===== src/hw/rtl/lzd_pkg.sv =====
// ----------------------------------------------------------------------------
// LZSS decompressor package
// Shared types and constants for the LZSS decompressor.
// ----------------------------------------------------------------------------
package lzd_pkg;

  localparam int BYTE_W   = 8;
  localparam int LEN_W    = 5;
  localparam int MAX_RUN  = 18;
  localparam int QDEPTH   = 2;
  localparam int QCNT_W   = 2;
  localparam int FLAG_W   = 16;
  localparam int FLAG_BIT = 8;

  localparam logic [BYTE_W-1:0] FLAG_FILL = 8'hff;

  typedef enum logic [1:0] {
    ST_CLEAR,
    ST_IDLE,
    ST_COPY
  } st_t;

  typedef enum logic [1:0] {
    PH_BOUNDARY,
    PH_FLAG_LOADED,
    PH_MATCH_HI
  } phase_t;

  typedef enum logic [1:0] {
    KIND_FLAG,
    KIND_LITERAL,
    KIND_POS_LO,
    KIND_POS_HI
  } kind_t;

  typedef struct packed {
    logic              push;
    logic              last;
    logic [BYTE_W-1:0] data;
  } outq_push_t;

endpackage


===== src/hw/rtl/lzd_outq.sv =====
// ----------------------------------------------------------------------------
// LZSS output queue
// Two-entry result queue that decouples the copy engine from the sink.
// ----------------------------------------------------------------------------
module lzd_outq
  import lzd_pkg::*;
(
  input  logic              clk,
  input  logic              rst_n,
  input  outq_push_t        push,
  output logic [QCNT_W-1:0] count,
  output logic              pop,
  output logic              out_tvalid,
  input  logic              out_tready,
  output logic [BYTE_W-1:0] out_byte,
  output logic              out_last
);

  logic [QCNT_W-1:0] count_r, count_nxt;
  logic [BYTE_W:0]   slot0_r, slot0_nxt;
  logic [BYTE_W:0]   slot1_r, slot1_nxt;
  logic [BYTE_W:0]   din;

  assign out_tvalid = (count_r != '0);
  assign pop        = out_tvalid && out_tready;
  assign din        = {push.last, push.data};

  always_comb begin
    count_nxt = count_r;
    slot0_nxt = slot0_r;
    slot1_nxt = slot1_r;
    case ({push.push, pop})
      2'b10: begin
        if (count_r == '0) begin
          slot0_nxt = din;
        end else begin
          slot1_nxt = din;
        end
        count_nxt = count_r + QCNT_W'(1);
      end
      2'b01: begin
        slot0_nxt = slot1_r;
        count_nxt = count_r - QCNT_W'(1);
      end
      2'b11: begin
        if (count_r == QCNT_W'(1)) begin
          slot0_nxt = din;
        end else begin
          slot0_nxt = slot1_r;
          slot1_nxt = din;
        end
      end
      default: begin
        count_nxt = count_r;
      end
    endcase
  end

  always_ff @(posedge clk) begin
    if (!rst_n) begin
      count_r <= '0;
    end else begin
      count_r <= count_nxt;
    end
  end

  always_ff @(posedge clk) begin
    slot0_r <= slot0_nxt;
    slot1_r <= slot1_nxt;
  end

  assign count    = count_r;
  assign out_byte = slot0_r[BYTE_W-1:0];
  assign out_last = slot0_r[BYTE_W];

endmodule


===== config.mk =====
export PLATFORM = sky130hd
export DESIGN_NAME = lzd_outq
export DESIGN_NICKNAME = d
export VERILOG_FILES = /design/src/hw/rtl/lzd_pkg.sv /design/src/hw/rtl/lzd_outq.sv
export SDC_FILE = /design/constraint.sdc
export NUM_CORES = 1
export LEC_CHECK = 0
export ABC_CLOCK_PERIOD_IN_PS = 1900
export BUFFER_PORTS_ARGS = -buffer_cell sky130_fd_sc_hd__buf_2
export CORE_MARGIN = 4
export CORE_UTILIZATION = 46
export DETAILED_ROUTE_END_ITERATION = 10
export HOLD_SLACK_MARGIN = 0.05
export PLACE_DENSITY = 0.8
export SLEW_MARGIN = 30
export SYNTH_ARGS = -nofsm -noshare
export SYNTH_HDL_FRONTEND = slang
export SYNTH_SLANG_ARGS = --single-unit

===== constraint.sdc =====
create_clock -name clk -period 1.9 [get_ports clk]
set_clock_uncertainty 0.05 [all_clocks]
set_input_delay 0.38 -clock clk [delete_from_list [all_inputs] [get_ports clk]]
set_output_delay 0.38 -clock clk [all_outputs]
set_load 0.05 [all_outputs]

==> results of run 1 <==
stage by stage:
stage / total power, uW / instances / setup WS [ps] / hold WS, ps
3_5_place_dp: 1530 / 138 / -49.0 / 478
3_3_place_gp: 1500 / 138 / 53.5 / 467
6_report: 1810 / 146 / 27.1 / 246
4_1_cts: 1730 / 142 / 16.9 / 229
2_1_floorplan: 1360 / 85 / -492 / 429
5_1_grt: 1910 / 146 / -39.9 / 217
timing repair:
item	CTS	global route
pin swaps	0	2
endpoints found under the setup margin	9	19
resized for setup	1	9
gates cloned	0	1
buffers inserted	0	3
state kept, by name (all words and copies together) (netlist names):
name     cells
count        2
slot1_r      9
slot0_r      9
area by class of cell:
cell class	count	area, sq um
flip-flops and latches	20	588
repair buffers	31	196
clock inverters	1	3.75
inverters	6	35.0
fillers	177	818
clock buffers	3	22.5
multi-input cells	57	492
well taps	28	35.0
synth_stat cells, types with 2 or more instances:
master,count
a21oi_1,2
a22oi_1,9
buf_2,2
dfxtp_1,2
edfxtp_1,18
ha_1,7
inv_1,6
mux2_2,2
mux2_4,7
nand2_1,21
o21ai_0,3
cells by family after synthesis:
group | synth area share (%)
muxes | 12.2
xor gates and xnor gates | 0.834
and+or+nand+nor | 9.65
DFF | 55.3
adders and majority gates | 8.34
AOI/OAI and AO/OA | 9.53
buffers and inverters | 4.17
power groups by stage:
stage / logic, uW / registers, uW / clock network [uW]
floorplan: 426 / 934 / 0
global placement: 820 / 680 / 0
detailed placement: 839 / 689 / 0
CTS: 843 / 678 / 210
global route: 986 / 690 / 231
finish: 934 / 676 / 196
layout by cell type (no fill, tap or decap), drive strengths merged:
master    synthesis  layout
buf               3      31
nand2            21      21
edfxtp           18      18
a22oi             9       9
mux2              9       9
ha                7       7
inv               6       4
clkbuf            0       3
o21ai             3       3
clkinvlp          0       2
dfxtp             2       2
nor2              1       2
a21oi             2       2
nand2b            1       1
nand3             1       1
a21boi            1       1
xnor2             1       1
clkinv            0       1
layer usage:
layer	share of wire (%)	vias to the layer above	GRT usage, %
met2	55	23	24.7
met1	40	356	15.6
li1	-	377	-
met5	0	-	0
met4	0.39	0	3.13
met3	4.6	2	2.78
worst max-delay path by stage:
stage / start / end
6_report: count[1]$_SDFFE_PN0P_ / pop
5_1_grt: count[0]$_SDFFE_PN0P_ / pop
4_1_cts: count[1]$_SDFFE_PN0P_ / pop
3_5_place_dp: count[0]$_SDFFE_PN0P_ / slot0_r[4]$_DFFE_PP_
3_3_place_gp: count[0]$_SDFFE_PN0P_ / slot0_r[1]$_DFFE_PP_
2_1_floorplan: count[1]$_SDFFE_PN0P_ / slot1_r[0]$_DFFE_PP_
worst register-to-register path, delay by kind of cell, from the launching register on:
kind            cells  cell delay [ps]
simple gates        1              100
compound gates      2              230
buf+inv             4              500
flops               1              370
fa+ha+maj           2              380
==> flow_metrics.tcl, run 1 <==
set metrics [dict create \
    outcome "finished, final reports clean" \
    h-tree-depth 1 \
    power.leakage_uw 0.000584 \
    drtIter0Drc 41 \
    fin_nets 139 \
    crit_family "buffers and inverters" \
    switchingPower_uw 763 \
    overflow 0 \
    clock-root-buffer "clkbuf_4" \
    power_frac_comb_pct 51.7 \
    synthToLayoutAreaGrowth_pct 30.8 \
    clk_pin_slew_ps 110 \
    final_hold_viol_count 0 \
    yosys.area.top_type_share_pct 51.5 \
    hold_path_depth 1 \
    cpMostUsedCell "clkinvlp_4" \
    initial_core_util_pct 47.9 \
    crit_path_end_kind "primary output" \
    slew-limit-headroom_pct 82.6 \
    synth_top_area_cell "edfxtp_1" \
    chipWidth_um 55.8 \
    reg2regPathDepth 9 \
    hold_buffers 0 \
    cp_num_buf_inv 4 \
    finalWirelength_um 2060 \
    drc_errors 0 \
    drive_gt1_share_pct 48.3 \
    grt_pass1_wl_um 3320 \
    maxSlewViolCount 0 \
    clock.fmax_ghz 0.534 \
    async_flop_share_pct 0 \
    numCtsBuffers 3 \
    synth_edf_count 18 \
    antenna_found_initial 0 \
    placed_area_sq_um 1270 \
    r2r-end "slot1_r[3]$_DFFE_PP_" \
    vias_per_cell 5.19 \
    wire_per_inst_um 14.1 \
    io_pins 26 \
    worstMarginPinSlew_ps 263 \
    fin_util_pct 62.6 \
    setup_violations 0 \
    timing.rr.start "count[1]$_SDFFE_PN0P_" \
    min_to "slot1_r[0]$_DFFE_PP_" \
    drtPass1Iterations 4 \
    synth_area_leaders "edfxtp_1 51%, mux2_4 10%, ha_1 8.3%, nand2_1 7.5%, a22oi_1 6.4%" \
    period_needed_ps 1870 \
    diodes 0 \
    portBuffers 25 \
    synth.ff_latch_count 20 \
    arrival_ps 1440 \
    pwr-share-seq_pct 37.4 \
    syn_area_per_cell_sq_um 12.4 \
    crit_slowest_cell "dfxtp_4" \
    swShare_pct 42.3 \
    clk_latency_ps 290 \
    tns_ps 0 \
    yosysUniqueCellTypes 17 \
    hold_class "in2reg" \
    crit_path_start_kind "register" \
    required_ps 1470 \
    slowest_delay_ps 370 \
    path_max_fanout 4 \
    path_cells "inv_4, ha_4, clkinvlp_4, nand2_4, clkinvlp_4, buf_8" \
    die-area_sq_um 3110 \
    rrSetupSlack_ps 60 \
    hpwlAfterDp_um 1530 \
    cts_tree "done" \
    synth_ff_type "edfxtp_1" \
    grt_max_degree 12 \
    min_from "push[0]" \
    crit_cells 6 \
    grt_use_total_pct 13.3 \
    synth-warning-count 0 \
    fin_crit_sh_pct 98.6 \
    globalplace.congestion 0.739 \
    path_class "reg2out" \
    p_int_uw 1040 \
    peakVddDrop_mv 0.697 \
    max-clock-path-buffers 2 \
    p_per_area_nw_per_um2 1320 \
    via_count 758 \
    syn_area_sq_um 1050 \
    numClockSinks 20 \
    design_area_sq_um 1370 \
    syn_nets 105 \
    dieHeight_um 55.8 \
    detail-route-antenna-nets 0 \
    power_frac_clock_pct 10.9 \
    grt_pass1_vias 738 \
    rsz0062_at_grt "true" \
    rows 17 \
    ys_seq_area_share_pct 55.3 \
    max_cap_viol_count 0 \
    syn_inst 85 \
    core_area_sq_um 2190 \
]
Note: power is estimated with default switching activity, not from simulation.
==> run 2: changes to the inputs <==
--- a/config.mk
+++ b/config.mk
@@ -5,10 +5,11 @@
 export SDC_FILE = /design/constraint.sdc
 export NUM_CORES = 1
 export LEC_CHECK = 0
+export ABC_AREA = 1
 export ABC_CLOCK_PERIOD_IN_PS = 1900
 export BUFFER_PORTS_ARGS = -buffer_cell sky130_fd_sc_hd__buf_2
 export CORE_MARGIN = 4
-export CORE_UTILIZATION = 46
+export CORE_UTILIZATION = 45
 export DETAILED_ROUTE_END_ITERATION = 10
 export HOLD_SLACK_MARGIN = 0.05
 export PLACE_DENSITY = 0.8
==> run 2 against run 1 <==
Against the previous run: sequential share of layout area is 3.4 points higher; global-route usage is 1.6 points higher; setup slack better by 33 ps; maximum frequency is 1.8% higher; utilization is 2.2 points higher; non-clock buffer count is 2 higher; register-to-register slack hardly changed; synthesized cell count is 3.5% higher; critical path depth stayed put; via count is 2.0% lower; die area is 7.4% lower; synthesized area is 11% lower; critical path type unchanged; highest routed layer unchanged.
==> flow_metrics.tcl, run 2 <==
set metrics [dict create \
    yosysUniqueCellTypes 11 \
    period_needed_ps 1840 \
    busiest_layer "met2" \
    core_area_sq_um 1960 \
    maxSlewViolCount 0 \
    yosysMostFrequentCell "nand2_1" \
    portBuffers 25 \
    drtPass1Iterations 4 \
    globalplace.congestion 0.753 \
    final_cell_mix "24 x nand2_1, 24 x buf_2, 18 x edfxtp_1" \
    required_ps 1470 \
    power.leakage_uw 0.000580 \
    max-clock-path-buffers 2 \
    grt_pass1_vias 747 \
    tns_ps 0 \
    hold_class "in2reg" \
    final_cells 151 \
    grt_use_total_pct 15.0 \
    ys_seq_area_share_pct 61.9 \
    async_flop_share_pct 0 \
    drive_gt1_share_pct 45.2 \
    max_cap_viol_count 0 \
    rsz0062_at_grt "true" \
    synth.ff_latch_count 20 \
    gr-usage-met2_pct 27.4 \
    yosys.area.top_type_share_pct 57.6 \
    grt_max_degree 11 \
    syn_inst 88 \
    setup_ws_ps 60.2 \
    final_hold_viol_count 0 \
    outcome "finished, final reports clean" \
    crit_path_start_kind "register" \
    arrival_ps 1410 \
    syn_nets 108 \
    crit_path_end_kind "primary output" \
    p_per_area_nw_per_um2 1280 \
    diodes 0 \
    path_class "reg2out" \
    synth_area_leaders "edfxtp_1 58%, nand2_1 11%, ha_1 9.3%, nand3_1 5.3%, inv_1 5.2%" \
    globalRouteMet3Util_pct 3.60 \
    clk_latency_ps 290 \
    rows 16 \
    synth-warning-count 0 \
    synth_common_cells "28 x nand2_1, 18 x edfxtp_1, 13 x inv_1" \
    detail-route-antenna-nets 0 \
    drc_errors 0 \
    fin_crit_sh_pct 96.8 \
    fin_nets 146 \
    pre_cts_slack_ps -3.37 \
    synthToLayoutAreaGrowth_pct 35.6 \
    hpwlAfterDp_um 1450 \
    clock.fmax_ghz 0.544 \
    fillers 163 \
    io_pins 26 \
    holdWs_ps 224 \
    crit_slowest_cell "dfxtp_4" \
    synth_ff_type "edfxtp_1" \
    path_cells "inv_2, ha_4, clkinvlp_4, nand2_4, clkinvlp_4, buf_4" \
    drtIter0Drc 8 \
    grtUsageMet1_pct 15.5 \
    h-tree-depth 1 \
    clk_pin_slew_ps 100 \
    vias_per_cell 4.92 \
    wire_per_inst_um 12.8 \
    synth_edf_count 18 \
    die-area_sq_um 2880 \
    clock-root-buffer "clkbuf_4" \
    via_count 743 \
    antenna_found_initial 0 \
    fin_util_pct 64.9 \
    overflow 0 \
    peakVddDrop_mv 0.655 \
    slowest_delay_ps 370 \
    numCtsBuffers 3 \
    path_max_fanout 5 \
    dieHeight_um 53.7 \
    numClockSinks 20 \
    slew-limit-headroom_pct 83.2 \
    chipWidth_um 53.7 \
    cpMostUsedCell "clkinvlp_4" \
    synth_top_area_cell "edfxtp_1" \
    syn_area_sq_um 938 \
    placed_cells 143 \
    initial_core_util_pct 47.8 \
    setup_violations 0 \
    worstMarginPinSlew_ps 254 \
    syn_area_per_cell_sq_um 10.7 \
    grt_pass1_wl_um 3090 \
    finalWirelength_um 1940 \
    cts_tree "done" \
]
[run 2: cell count changes in the layout (fill, tap and decap cells not counted), sizes merged, moves of 2 or more]
cell	change
nand2	+10
a22oi	-9
mux2	-9
nand3	+9
inv	+8
buf	+2
[run 2: timing repair]
item,in CTS,in global routing
pin swaps,0,5
setup endpoints to repair,10,19
setup buffers,1,4
gates resized for setup,1,5
hold buffers,0,0
[run 2: cell families after synthesis]
family | synth area share, %
simple gates | 20.5
fa+ha+maj | 9.33
flops | 61.9
compound gates | 2.67
buf+inv | 5.60
[run 2: path summary, 6_finish.rpt]
path	start	end	slack [ps]	cells after the start
setup / recovery	count[0]$_SDFFE_PN0P_	pop	60	6
hold / removal	push[1]	slot1_r[1]$_DFFE_PP_	220	1
setup reg to reg	count[0]$_SDFFE_PN0P_	slot0_r[8]$_DFFE_PP_	70	11
hold reg to reg	slot1_r[6]$_DFFE_PP_	slot0_r[6]$_DFFE_PP_	470	2
[run 2: layer usage]
metal  share of wire (%)  up-vias
li1                    -      360
met1                  37      349
met4                 3.8        0
met2                  54       26
met3                 5.3        8
met5                   0        -
[run 2: cell type report]
| cell class | instances | area, sq um | share of cell area, % |
|---|---|---|---|
| clock buffer | 3 | 22.5 | 1.77 |
| inverter | 14 | 62.6 | 4.92 |
| multi-input combinational | 54 | 365 | 28.7 |
| sequential | 20 | 588 | 46.2 |
| tap | 27 | 33.8 | 2.65 |
| timing repair buffer | 33 | 200 | 15.7 |
[run 2: critical path: cells and delay by family (launching register included)]
kind | cells | cell delay (ps)
flops | 1 | 370
buf+inv | 4 | 500
fa+ha+maj | 1 | 140
simple gates | 1 | 90
[run 2: where the power goes]
part / internal, uW / switching [uW]
logic: 244 / 544
clock network: 73.8 / 119
registers: 617 / 31.8
total: 935 / 695
[run 2: per-stage QoR]
stage | instance area (sq um) | power (uW)
after floorplan | 1000 | 1210
after global placement | 1180 | 1350
after detailed placement | 1180 | 1370
after CTS | 1230 | 1590
after global routing | 1270 | 1720
final | 1270 | 1630
