File: src/hw/rtl/lzd_pkg.sv
// ----------------------------------------------------------------------------
// LZSS decompressor package
// Shared types and constants for the LZSS decompressor.
// ----------------------------------------------------------------------------
package lzd_pkg;

  localparam int BYTE_W   = 8;
  localparam int LEN_W    = 5;
  localparam int MAX_RUN  = 18;
  localparam int QDEPTH   = 2;
  localparam int QCNT_W   = 2;
  localparam int FLAG_W   = 16;
  localparam int FLAG_BIT = 8;

  localparam logic [BYTE_W-1:0] FLAG_FILL = 8'hff;

  typedef enum logic [1:0] {
    ST_CLEAR,
    ST_IDLE,
    ST_COPY
  } st_t;

  typedef enum logic [1:0] {
    PH_BOUNDARY,
    PH_FLAG_LOADED,
    PH_MATCH_HI
  } phase_t;

  typedef enum logic [1:0] {
    KIND_FLAG,
    KIND_LITERAL,
    KIND_POS_LO,
    KIND_POS_HI
  } kind_t;

  typedef struct packed {
    logic              push;
    logic              last;
    logic [BYTE_W-1:0] data;
  } outq_push_t;

endpackage

File: src/hw/rtl/lzd_ctrl.sv
// ----------------------------------------------------------------------------
// LZSS decompressor control
// Parses flag, literal and match bytes, sequences the match copy through the
// window memory with write forwarding, and runs the window clearing pass.
// ----------------------------------------------------------------------------
module lzd_ctrl
  import lzd_pkg::*;
#(
  parameter int AW              = 12,
  parameter int MATCH_THRESHOLD = 2
) (
  input  logic              clk,
  input  logic              rst_n,
  input  logic              in_tvalid,
  output logic              in_tready,
  input  logic [BYTE_W-1:0] in_byte,
  input  logic              in_new_stream,
  input  logic [QCNT_W-1:0] q_count,
  input  logic              q_pop,
  output outq_push_t        q_push,
  output logic              mem_we,
  output logic [AW-1:0]     mem_waddr,
  output logic [BYTE_W-1:0] mem_wdata,
  output logic              mem_re,
  output logic [AW-1:0]     mem_raddr,
  input  logic [BYTE_W-1:0] mem_rdata
);

  st_t               state_r, state_nxt;
  phase_t            phase_r, phase_nxt;
  logic [FLAG_W-1:0] flag_shift_r, flag_shift_nxt;
  logic [AW-1:0]     wptr_r, wptr_nxt;
  logic [AW-1:0]     src_r, src_nxt;
  logic [AW-1:0]     clr_cnt_r, clr_cnt_nxt;
  logic [BYTE_W-1:0] pos_low_r, pos_low_nxt;
  logic [LEN_W-1:0]  cnt_r, cnt_nxt;
  logic              cleared_r, cleared_nxt;
  logic              rd_valid_r, rd_last_r, fwd_r;
  logic [BYTE_W-1:0] fwd_data_r;

  logic [FLAG_W-1:0] fs_use;
  kind_t             kind;
  logic [QCNT_W:0]   count_next;
  logic              idle_free, accept, start_clear, issue, last_issue, is_lit;
  logic [11:0]       pos_full;
  logic [LEN_W-1:0]  len_raw, len_sat;
  logic [BYTE_W-1:0] copy_byte;

  assign count_next  = {1'b0, q_count} + (QCNT_W+1)'(rd_valid_r) - (QCNT_W+1)'(q_pop);
  assign idle_free   = (state_r == ST_IDLE) && !rd_valid_r && (q_count != QCNT_W'(QDEPTH));
  assign start_clear = (state_r == ST_IDLE) && !rd_valid_r && in_tvalid && in_new_stream
                       && !cleared_r;
  assign in_tready   = idle_free && !(in_new_stream && !cleared_r);
  assign accept      = in_tvalid && in_tready;
  assign issue       = (state_r == ST_COPY) && (count_next <= (QCNT_W+1)'(1));
  assign last_issue  = issue && (cnt_r == LEN_W'(1));
  assign copy_byte   = fwd_r ? fwd_data_r : mem_rdata;

  assign pos_full = {in_byte[7:4], pos_low_r};
  assign len_raw  = LEN_W'(in_byte[3:0]) + LEN_W'(MATCH_THRESHOLD + 1);
  assign len_sat  = (len_raw > LEN_W'(MAX_RUN)) ? LEN_W'(MAX_RUN) : len_raw;

  always_comb begin
    fs_use = (phase_r == PH_FLAG_LOADED) ? flag_shift_r : {1'b0, flag_shift_r[FLAG_W-1:1]};
    unique case (phase_r)
      PH_MATCH_HI:    kind = KIND_POS_HI;
      PH_FLAG_LOADED: kind = fs_use[0] ? KIND_LITERAL : KIND_POS_LO;
      default: begin
        if (!fs_use[FLAG_BIT]) begin
          kind = KIND_FLAG;
        end else begin
          kind = fs_use[0] ? KIND_LITERAL : KIND_POS_LO;
        end
      end
    endcase
  end

  assign is_lit = accept && (kind == KIND_LITERAL);

  // next state
  always_comb begin
    state_nxt = state_r;
    unique case (state_r)
      ST_CLEAR: begin
        if (&clr_cnt_r) begin
          state_nxt = ST_IDLE;
        end
      end
      ST_IDLE: begin
        if (start_clear) begin
          state_nxt = ST_CLEAR;
        end else if (accept && (kind == KIND_POS_HI)) begin
          state_nxt = ST_COPY;
        end
      end
      ST_COPY: begin
        if (last_issue) begin
          state_nxt = ST_IDLE;
        end
      end
      default: state_nxt = ST_CLEAR;
    endcase
  end

  // memory and queue drive
  always_comb begin
    mem_we      = 1'b0;
    mem_waddr   = wptr_r;
    mem_wdata   = in_byte;
    q_push.push = 1'b0;
    q_push.last = 1'b1;
    q_push.data = in_byte;
    if (state_r == ST_CLEAR) begin
      mem_we    = 1'b1;
      mem_waddr = clr_cnt_r;
      mem_wdata = '0;
    end else if (rd_valid_r) begin
      mem_we      = 1'b1;
      mem_wdata   = copy_byte;
      q_push.push = 1'b1;
      q_push.last = rd_last_r;
      q_push.data = copy_byte;
    end else if (is_lit) begin
      mem_we      = 1'b1;
      q_push.push = 1'b1;
    end
    mem_re    = issue;
    mem_raddr = src_r;
  end

  // datapath
  always_comb begin
    phase_nxt      = phase_r;
    flag_shift_nxt = flag_shift_r;
    wptr_nxt       = wptr_r;
    src_nxt        = src_r;
    cnt_nxt        = cnt_r;
    pos_low_nxt    = pos_low_r;
    clr_cnt_nxt    = clr_cnt_r;
    cleared_nxt    = cleared_r;

    if (state_r == ST_CLEAR) begin
      clr_cnt_nxt = clr_cnt_r + AW'(1);
      if (&clr_cnt_r) begin
        cleared_nxt = 1'b1;
      end
    end

    if (start_clear) begin
      phase_nxt      = PH_BOUNDARY;
      flag_shift_nxt = '0;
      wptr_nxt       = '0;
      pos_low_nxt    = '0;
      clr_cnt_nxt    = '0;
      cleared_nxt    = 1'b0;
    end else if (accept) begin
      cleared_nxt = 1'b0;
      unique case (kind)
        KIND_FLAG: begin
          flag_shift_nxt = {FLAG_FILL, in_byte};
          phase_nxt      = PH_FLAG_LOADED;
        end
        KIND_LITERAL: begin
          flag_shift_nxt = fs_use;
          phase_nxt      = PH_BOUNDARY;
        end
        KIND_POS_LO: begin
          flag_shift_nxt = fs_use;
          pos_low_nxt    = in_byte;
          phase_nxt      = PH_MATCH_HI;
        end
        KIND_POS_HI: begin
          src_nxt   = pos_full[AW-1:0];
          cnt_nxt   = len_sat;
          phase_nxt = PH_BOUNDARY;
        end
        default: phase_nxt = PH_BOUNDARY;
      endcase
    end

    if (issue) begin
      src_nxt = src_r + AW'(1);
      cnt_nxt = cnt_r - LEN_W'(1);
    end

    if ((state_r != ST_CLEAR) && (rd_valid_r || is_lit)) begin
      wptr_nxt = wptr_r + AW'(1);
    end
  end

  always_ff @(posedge clk) begin
    if (!rst_n) begin
      state_r      <= ST_CLEAR;
      phase_r      <= PH_BOUNDARY;
      flag_shift_r <= '0;
      wptr_r       <= '0;
      clr_cnt_r    <= '0;
      cleared_r    <= 1'b0;
      rd_valid_r   <= 1'b0;
      pos_low_r    <= '0;
    end else begin
      state_r      <= state_nxt;
      phase_r      <= phase_nxt;
      flag_shift_r <= flag_shift_nxt;
      wptr_r       <= wptr_nxt;
      clr_cnt_r    <= clr_cnt_nxt;
      cleared_r    <= cleared_nxt;
      rd_valid_r   <= issue;
      pos_low_r    <= pos_low_nxt;
    end
  end

  always_ff @(posedge clk) begin
    src_r      <= src_nxt;
    cnt_r      <= cnt_nxt;
    rd_last_r  <= last_issue;
    fwd_r      <= rd_valid_r && (src_r == wptr_r);
    fwd_data_r <= copy_byte;
  end

endmodule

File: config.mk
export PLATFORM = sky130hd
export DESIGN_NAME = lzd_ctrl
export DESIGN_NICKNAME = d
export VERILOG_FILES = /design/src/hw/rtl/lzd_pkg.sv /design/src/hw/rtl/lzd_ctrl.sv
export SDC_FILE = /design/constraint.sdc
export NUM_CORES = 1
export LEC_CHECK = 0
export BUFFER_PORTS_ARGS = -buffer_cell sky130_fd_sc_hd__buf_2
export CAP_MARGIN = 20
export CORE_ASPECT_RATIO = 1.25
export CORE_MARGIN = 3
export CORE_UTILIZATION = 30
export CTS_CLUSTER_SIZE = 12
export DETAILED_ROUTE_END_ITERATION = 6
export MAX_ROUTING_LAYER = met4
export PLACE_DENSITY = 0.46
export SLEW_MARGIN = 20
export SYNTH_ARGS = -nofsm -noshare
export SYNTH_HDL_FRONTEND = slang
export SYNTH_SLANG_ARGS = --single-unit
File: constraint.sdc
create_clock -name clk -period 4.6 [get_ports clk]
set_input_delay 0.69 -clock clk [delete_from_list [all_inputs] [get_ports clk]]
set_output_delay 0.69 -clock clk [all_outputs]
set_load 0.02 [all_outputs]
==> flow_metrics.py, run 1 <==
metrics = {
    "final_layout": {
        "nNetsFinal": 625,
        "fillers": 1596,
        "layout_common_cells": "buf_2 (67), dfxtp_1 (64), nand2_1 (57), nor2_1 (45), o21ai_0 (35)",
        "final_util_pct": 36.23,
        "final_common_cell": "buf_2",
        "drive_above_1_share_pct": 18.41,
        "diodes": 0,
        "area_delta_synth_final_pct": 17.56,
    },
    "logic_synthesis": {
        "synth_cell_types": 58,
        "synth_area_mm2": 0.004647,
        "synthAdderAreaFrac_pct": 4.200,
        "avgSynthCellArea_um2": 8.605,
        "synth-seq-cells": 81,
        "synthFlopType": "dfxtp_1",
        "synthSimpleGateAreaFrac_pct": 24.42,
        "yosysSeqAreaShare_pct": 38.56,
        "synth_top_family_by_area": "simple AND/OR/NAND/NOR gates",
        "yosysWarnings": 0,
        "async_flop_share_pct": 0,
        "syn_nets": 578,
        "synth-xor-area-share_pct": 6.974,
        "synth_edf_count": 17,
        "synthCells": 540,
        "synth_compound_area_share_pct": 13.89,
        "synthMuxAreaShare_pct": 6.085,
    },
    "hold_path": {
        "holdPathStages": 2,
        "min_to": "pos_low_r[3]",
        "hp-class": "register to register",
        "min-delay-start": "pos_low_r[3]",
    },
    "timing": {
        "rsz0062_at_grt": "false",
        "hold_violations": 0,
        "slew_headroom_pct": 49.16,
        "setup_viol": 0,
        "skew_ps": 8.464,
        "drv_slew": 0,
        "min_period_over_period_pct": 80.69,
        "fmax_mhz": 269.4,
        "final.setup.worst_slack_ps": 888.4,
        "period_needed_ps": 3712,
        "worst_pin_slew_ps": 752.3,
        "tns_ps": 0,
    },
    "floorplanning": {
        "initial_core_util_pct": 30.82,
        "ioPinCount": 68,
        "rows": 50,
        "die-area_mm2": 0.01703,
        "die_y_um": 145.2,
        "die_x_um": 117.3,
        "core_mm2": 0.01508,
    },
    "power": {
        "powerDensity_mw_per_mm2": 302.9,
        "peakVddDrop_mv": 0.1368,
        "leakagePower_uw": 0.002115,
    },
    "clock_network": {
        "clock_sinks": 81,
        "h-tree-depth": 3,
        "cts-hold-fix-buffers": 0,
        "clockBufferDepth": 2,
        "numCtsBuffers": 9,
        "path_clk_slew_ps": 70,
        "clock_latency_ps": 350,
        "cts_tree": "done",
        "post_cts_buffers": 0,
        "ctsRootBufferMaster": "clkbuf_16",
        "post_cts_resized": 0,
    },
    "grt": {
        "grtUsageTotal_pct": 15.56,
        "grt_max_degree": 40,
        "antenna_found_initial": 0,
        "grt_overflow_total": 0,
        "grt_pass1_wl_um": 21070,
        "grt_pass1_vias": 3991,
    },
    "placement": {
        "hpwl_um": 9228,
        "portBuffers": 67,
        "place_worst_setup_slack_ps": 1242,
        "place_congestion": 0.7532,
    },
    "setup_path": {
        "worstSetupPathType": "register to primary output",
        "rrSetupSlack_ps": 1370,
        "r2r_cells": 9,
        "r2r_start": "rd_valid_r",
        "cp-start-kind": "register",
        "cp.arrival_ps": 3020,
        "end_kind": "primary output",
        "critPathMaxFanout": 22,
        "reg2reg_to": "mem_raddr[9]",
        "cp.required_ps": 3910,
    },
    "routing": {
        "vias_per_cell": 5.043,
        "wl_per_cell_um": 15.88,
        "vias": 4034,
        "drt_wl_total_um": 12710,
        "drc": 0,
        "postRouteAntennaNets": 0,
        "drtIter0Drc": 275,
        "first_pass_iters": 4,
    },
    "status": {
        "outcome": "complete, no violations",
    },
    "flow_run": {
        "max_cap_violations": 0,
    },
}
## critical path, stage by stage (launching register included)
cell,delay [ps]
dfxtp_1,800
inv_1,160
ha_1,310
inv_1,60
ha_1,140
inv_1,50
fa_1,370
xnor2_1,160
nand3_1,150
clkinv_1,240
buf_2,240
## cell type report
| class | count | area [um2] | share of cell area (%) |
|---|---|---|---|
| Multi-Input combinational cell | 396 | 2592 | 47.46 |
| Sequential cell | 81 | 1792 | 32.80 |
| Timing Repair Buffer | 72 | 372.9 | 6.825 |
| Tap cell | 208 | 260.3 | 4.764 |
| Clock buffer | 9 | 225.2 | 4.123 |
| Clock inverter | 7 | 118.9 | 2.176 |
| Inverter | 27 | 101.3 | 1.855 |
## kinds of logic (layout without fill, tap and decap cells)
logic type	Yosys count	count (layout)
AND/OR/NAND/NOR	216	216
XOR/XNOR	37	37
flip-flops	81	81
multiplexers	27	27
buffers and inverters	63	115
AO/OA/AOI/OAI	101	101
adder cells (fa/ha/maj)	15	15
## metal layers
metal / routed length (um) / part of all wire, % / vias to the layer above / track usage [%]
met1: 5973 / 47 / 1920 / 20.09
met2: 6153 / 48 / 80 / 24.71
met5: 0 / 0 / - / -
li1: - / - / 2024 / -
met3: 431 / 3.4 / 10 / 2.885
met4: 148 / 1.2 / 0 / 5.106
## sequential cells by signal, indices dropped and copies added (netlist names)
| register | cells |
|---|---|
| cleared_r | 1 |
| clr_cnt_r | 12 |
| cnt_r | 5 |
| flag_shift_r | 16 |
| fwd_data_r | 8 |
| fwd_r | 1 |
| mem_raddr | 12 |
| phase_r | 2 |
| pos_low_r | 8 |
| rd_last_r | 1 |
| rd_valid_r | 1 |
| state_r | 2 |
| wptr_r | 12 |
## cells in the mapped netlist (all sizes together) (8+ instances only)
master	number	area, um2
a211oi	17	127.6
nor2b	9	56.30
inv	26	97.59
nand2	57	214.0
clkbuf	23	86.33
dfxtp	64	1281
xnor2	14	122.6
a311oi	8	70.07
mux2i	17	170.2
a21oi	20	100.1
nand4	24	150.1
ha	14	175.2
mux2	10	112.6
o21ai	37	185.2
nand2b	8	50.05
edfxtp	17	510.5
nand3	25	125.1
nor3	10	50.05
buf	13	85.08
xor2	23	201.4
nor2	46	172.7
## where the power goes
group	switching (uW)	total (uW)	internal (uW)
clock network	305	835	530
registers	3.62	733	730
logic	55.1	86.0	30.9
total	364	1650	1290
## how the worst max path moves through the flow
| stage | to | slack, ps | from |
|---|---|---|---|
| after floorplan | cnt_r[0] | 1570 | rd_valid_r |
| after global placement | q_push[9] | 1340 | phase_r[1] |
| after detailed placement | mem_re | 1240 | rd_valid_r |
| after CTS | mem_re | 870 | rd_valid_r |
| after global routing | mem_re | 610 | rd_valid_r |
| final | mem_re | 890 | rd_valid_r |
## stage by stage
| step | total power (uW) | hold slack, ps | instances | instance area, um2 |
|---|---|---|---|---|
| after floorplan | 802.2 | 436.6 | 540 | 4647 |
| after global placement | 835.1 | 447.0 | 784 | 5115 |
| after detailed placement | 836.7 | 446.8 | 784 | 5115 |
| after CTS | 1679 | 457.0 | 800 | 5459 |
| after global routing | 1714 | 484.0 | 800 | 5463 |
| final | 1655 | 457.5 | 800 | 5463 |
(Power assumes the default switching activity.)
==> inputs of run 2 (changes only) <==
==> constraint.sdc (replaced) <==
create_clock -name clk -period 3.51 [get_ports clk]
set_input_delay 0.5265 -clock clk [delete_from_list [all_inputs] [get_ports clk]]
set_output_delay 0.5265 -clock clk [all_outputs]
set_load 0.02 [all_outputs]
==> run 2 against run 1 <==
  * Sequential power increased by 31%
  * Core utilization hardly changed
  * Clock power is 19% higher
==> flow_metrics.py, run 2 (synthesized netlist as in run 1, its figures left out) <==
metrics = {
    "floorplanning": {
        "ioPinCount": 68,
        "core_mm2": 0.01508,
        "initial_core_util_pct": 30.82,
        "die_y_um": 145.2,
        "rows": 50,
        "die_x_um": 117.3,
        "die-area_mm2": 0.01703,
    },
    "clock_network": {
        "clock_latency_ps": 340,
        "path_clk_slew_ps": 60,
        "clockBufferDepth": 2,
        "cts-hold-fix-buffers": 0,
        "ctsRootBufferMaster": "clkbuf_16",
        "clock_sinks": 81,
        "h-tree-depth": 3,
        "numCtsBuffers": 9,
        "cts_tree": "done",
    },
    "grt": {
        "grtUsageTotal_pct": 15.54,
        "grt_max_degree": 29,
        "grt_pass1_wl_um": 21020,
        "grt_pass1_vias": 4028,
        "antenna_found_initial": 0,
        "grt_overflow_total": 0,
    },
    "timing": {
        "hold_violations": 0,
        "tns_ps": 0,
        "worst_pin_slew_ps": 782.5,
        "min_period_over_period_pct": 88.75,
        "fmax_mhz": 321.0,
        "period_needed_ps": 3115,
        "skew_ps": 8.027,
        "slew_headroom_pct": 47.12,
        "setup_viol": 0,
        "drv_slew": 0,
        "rsz0062_at_grt": "false",
    },
    "flow_run": {
        "max_cap_violations": 0,
    },
    "placement": {
        "place_congestion": 0.7762,
        "hpwl_um": 9266,
        "portBuffers": 67,
    },
    "routing": {
        "drc": 0,
        "vias": 4003,
        "first_pass_iters": 4,
        "drtIter0Drc": 207,
        "drt_wl_total_um": 12530,
        "postRouteAntennaNets": 0,
        "wl_per_cell_um": 15.57,
        "vias_per_cell": 4.973,
    },
    "power": {
        "powerDensity_mw_per_mm2": 378.4,
        "internal_power_uw": 1613,
        "swShare_pct": 22.02,
        "power_frac_comb_pct": 5.4,
        "peakVddDrop_mv": 0.1729,
        "p_switching_uw": 455.5,
        "p_clk_share_pct": 48.1,
        "pwr-share-seq_pct": 46.5,
        "leakagePower_uw": 0.002128,
    },
    "setup_path": {
        "worstSetupPathType": "register to primary output",
        "cp-start-kind": "register",
        "cp.required_ps": 2980,
        "critPathMaxFanout": 12,
        "end_kind": "primary output",
        "cp.arrival_ps": 2590,
    },
    "final_layout": {
        "largest_register_ffs": 16,
        "nNetsFinal": 630,
        "diodes": 0,
        "top_register": "flag_shift_r",
        "drive_above_1_share_pct": 18.76,
        "final_util_pct": 36.25,
        "final_common_cell": "buf_2",
        "fillers": 1582,
        "area_delta_synth_final_pct": 17.61,
        "layout_common_cells": "buf_2 (67), dfxtp_1 (64), nand2_1 (57), nor2_1 (45), o21ai_0 (35)",
    },
    "hold_path": {
        "hp-class": "primary input to register",
    },
    "status": {
        "outcome": "complete, no violations",
    },
}
run 2: final timing paths:
check               startpoint       endpoint  slack, ps  cells after the start
setup reg to reg    phase_r[0]      wptr_r[1]        780                     13
hold / removal    mem_rdata[4]  fwd_data_r[4]        420                      3
hold reg to reg   pos_low_r[6]   pos_low_r[6]        460                      2
setup / recovery    phase_r[0]      q_push[9]        390                     11
run 2: worst max-delay path, cell delays in order (launching register included):
cell and delay, ps:
dfxtp_1 350, inv_1 50, ha_1 320, inv_1 150
o211ai_1 100, and3_1 210, inv_1 60, ha_1 160
nand2_1 60, o41a_1 510, inv_2 110, buf_2 160
run 2: metal layers:
layer | wire length [um] | track usage (%)
met5 | 0 | -
met1 | 6070 | 20.30
met3 | 400 | 2.651
met4 | 180 | 5.399
met2 | 5883 | 24.42
run 2: area by class of cell:
type                            count  area (um2)  area share [%]
Clock inverter                      7       85.08           1.557
Timing Repair Buffer               77       410.4           7.509
Tap cell                          208       260.3           4.762
Sequential cell                    81        1792           32.78
Clock buffer                        9       225.2           4.121
Inverter                           27       101.3           1.854
Multi-Input combinational cell    396        2591           47.41
run 2: timing repair:
item	in CTS	in global routing
setup buffers	0	0
gates resized for setup	0	1
setup endpoints to repair	0	1
run 2: per-stage QoR:
step / setup slack, ps / hold slack (ps) / instance area, um2 / total power, uW / instances
4_1_cts: 201.4 / 409.2 / 5463 / 2101 / 805
3_5_place_dp: 591.9 / 456.6 / 5152 / 1095 / 789
3_3_place_gp: 648.8 / 446.2 / 5152 / 1093 / 789
6_report: 394.9 / 422.0 / 5465 / 2068 / 805
5_1_grt: 159.3 / 416.9 / 5465 / 2148 / 805
2_1_floorplan: 476.4 / 436.6 / 4647 / 1051 / 540
run 2: power by group through the flow:
stage          Clock (uW)  Sequential (uW)  Combinational [uW]
6_report              994              961                 113
5_1_grt              1060              961                 127
4_1_cts              1030              961                 114
3_5_place_dp            0              982                 113
3_3_place_gp            0              981                 112
2_1_floorplan           0              980                70.8
==> inputs of run 3 (changes only) <==
--- a/config.mk
+++ b/config.mk
@@ -14,6 +14,7 @@
 export DETAILED_ROUTE_END_ITERATION = 6
 export MAX_ROUTING_LAYER = met4
 export PLACE_DENSITY = 0.46
+export RECOVER_POWER = 25
 export SLEW_MARGIN = 20
 export SYNTH_ARGS = -nofsm -noshare
 export SYNTH_HDL_FRONTEND = slang
==> run 3 against run 2 <==
  * The run now ends with max-capacitance violations, max-slew violations left
  * Register-to-register slack lost 370 ps
  * Via count shrank 0.50%
  * Core utilization shrank 0.17 points
  * First-iteration DRC count grew 1.9%
  * Wire length grew 0.34%
  * Critical path depth is the same
  * Clock skew grew 0.90 ps
  * Global-route usage is the same
  * Non-clock buffer count is the same
  * Count of clock-buffer cells in the layout is the same
  * Worst setup slack gained 1.0 ps
  * Sequential cell count is the same
  * Critical path type unchanged
  * Critical endpoint unchanged
==> flow_metrics.py, run 3 (synthesized netlist as in run 1, its figures left out) <==
metrics = {
    "routing": {
        "drc": 0,
        "postRouteAntennaNets": 0,
        "vias_per_cell": 4.948,
        "vias": 3983,
        "wl_per_cell_um": 15.62,
        "drt_wl_total_um": 12580,
        "drtIter0Drc": 211,
        "first_pass_iters": 4,
    },
    "status": {
        "violations": "max-capacitance violations, max-slew violations",
        "outcome": "finished with violations",
    },
    "timing": {
        "slew_headroom_pct": -30.70,
        "tns_ps": 0,
        "fmax_mhz": 321.1,
        "period_needed_ps": 3114,
        "hold_violations": 0,
        "setup_viol": 0,
        "rsz0062_at_grt": "false",
        "worst_pin_slew_ps": 1940,
        "drv_slew": 16,
        "min_period_over_period_pct": 88.72,
        "skew_ps": 8.924,
    },
    "grt": {
        "antenna_found_initial": 0,
        "grt_overflow_total": 0,
        "grt_pass1_vias": 4028,
        "grtUsageTotal_pct": 15.54,
        "grt_pass1_wl_um": 21020,
        "grt_max_degree": 29,
    },
    "hold_path": {
        "hp-class": "primary input to register",
        "holdPathStages": 3,
    },
    "final_layout": {
        "final_common_cell": "dfxtp_1",
        "largest_register_ffs": 16,
        "drive_above_1_share_pct": 16.25,
        "top_register": "flag_shift_r",
        "diodes": 0,
        "area_delta_synth_final_pct": 17.07,
        "nNetsFinal": 630,
        "layout_common_cells": "dfxtp_1 (64), nand2_1 (57), buf_2 (55), nor2_1 (45), o21ai_0 (36)",
        "final_util_pct": 36.08,
    },
    "floorplanning": {
        "initial_core_util_pct": 30.82,
        "ioPinCount": 68,
        "rows": 50,
        "die_x_um": 117.3,
        "core_mm2": 0.01508,
        "die-area_mm2": 0.01703,
        "die_y_um": 145.2,
    },
    "power": {
        "powerDensity_mw_per_mm2": 380.7,
        "leakagePower_uw": 0.002077,
        "peakVddDrop_mv": 0.1734,
    },
    "setup_path": {
        "cp-start-kind": "register",
        "end_kind": "primary output",
        "cp.arrival_ps": 2590,
        "r2r_cells": 6,
        "critPathMaxFanout": 12,
        "cp.required_ps": 2980,
        "worstSetupPathType": "register to primary output",
    },
    "flow_run": {
        "max_cap_violations": 1,
    },
    "clock_network": {
        "numCtsBuffers": 9,
        "clockBufferDepth": 2,
        "clock_sinks": 81,
        "ctsRootBufferMaster": "clkbuf_16",
        "h-tree-depth": 3,
        "clock_latency_ps": 340,
        "cts_tree": "done",
        "post_cts_buffers": 0,
        "cts-hold-fix-buffers": 0,
        "path_clk_slew_ps": 60,
    },
    "placement": {
        "portBuffers": 67,
        "place_congestion": 0.7762,
        "hpwl_um": 9266,
    },
}
run 3: final cells by class:
type | count | area, um2
Fill cell | 1586 | 9637
Multi-Input combinational cell | 396 | 2585
Sequential cell | 81 | 1792
Timing Repair Buffer | 77 | 391.6
Tap cell | 208 | 260.3
Clock buffer | 9 | 225.2
Inverter | 27 | 101.3
Clock inverter | 7 | 85.08
run 3: worst max-delay path: stages, from the launching register on:
cell and delay, ps:
dfxtp_1 350, inv_1 50, ha_1 320, inv_1 150, o211ai_1 100, and3_1 210, inv_1 60, ha_1 160
nand2_1 60, o41a_1 510, inv_2 110, buf_2 160
run 3: power breakdown:
part / switching, uW / internal (uW)
registers: 4.55 / 957
clock network: 383 / 616
logic: 71.9 / 39.8
total: 459 / 1610
run 3: routing by layer:
| layer | share of wire [%] | global-route usage, % | vias up | wire [um] |
|---|---|---|---|---|
| li1 | - | - | 2022 | - |
| met1 | 48 | 20.30 | 1865 | 6095 |
| met2 | 47 | 24.42 | 80 | 5915 |
| met3 | 3.0 | 2.651 | 16 | 372 |
| met4 | 1.5 | 5.399 | 0 | 193 |
| met5 | 0 | - | - | 0 |
run 3: worst paths after layout:
path / from / end / slack (ps)
worst max register to register: rd_valid_r / cleared_r / 410
worst min-delay path: mem_rdata[4] / fwd_data_r[4] / 420
worst max-delay path: phase_r[0] / q_push[9] / 400
worst min register to register: pos_low_r[6] / pos_low_r[6] / 460
run 3: per-stage QoR:
stage | cells | total power [uW] | setup WS [ps] | hold WS, ps | cell area, um2
final | 805 | 2071 | 396.0 | 419.0 | 5440
after global routing | 805 | 2147 | 153.4 | 416.9 | 5440
after CTS | 805 | 2101 | 201.4 | 409.2 | 5463
after detailed placement | 789 | 1095 | 591.9 | 456.6 | 5152
after global placement | 789 | 1093 | 648.8 | 446.2 | 5152
after floorplan | 540 | 1051 | 476.4 | 436.6 | 4647
run 3: timing repair:
action,in CTS,in global routing
resized for setup,0,1
hold endpoints to repair,0,0
endpoints found under the setup margin,0,1
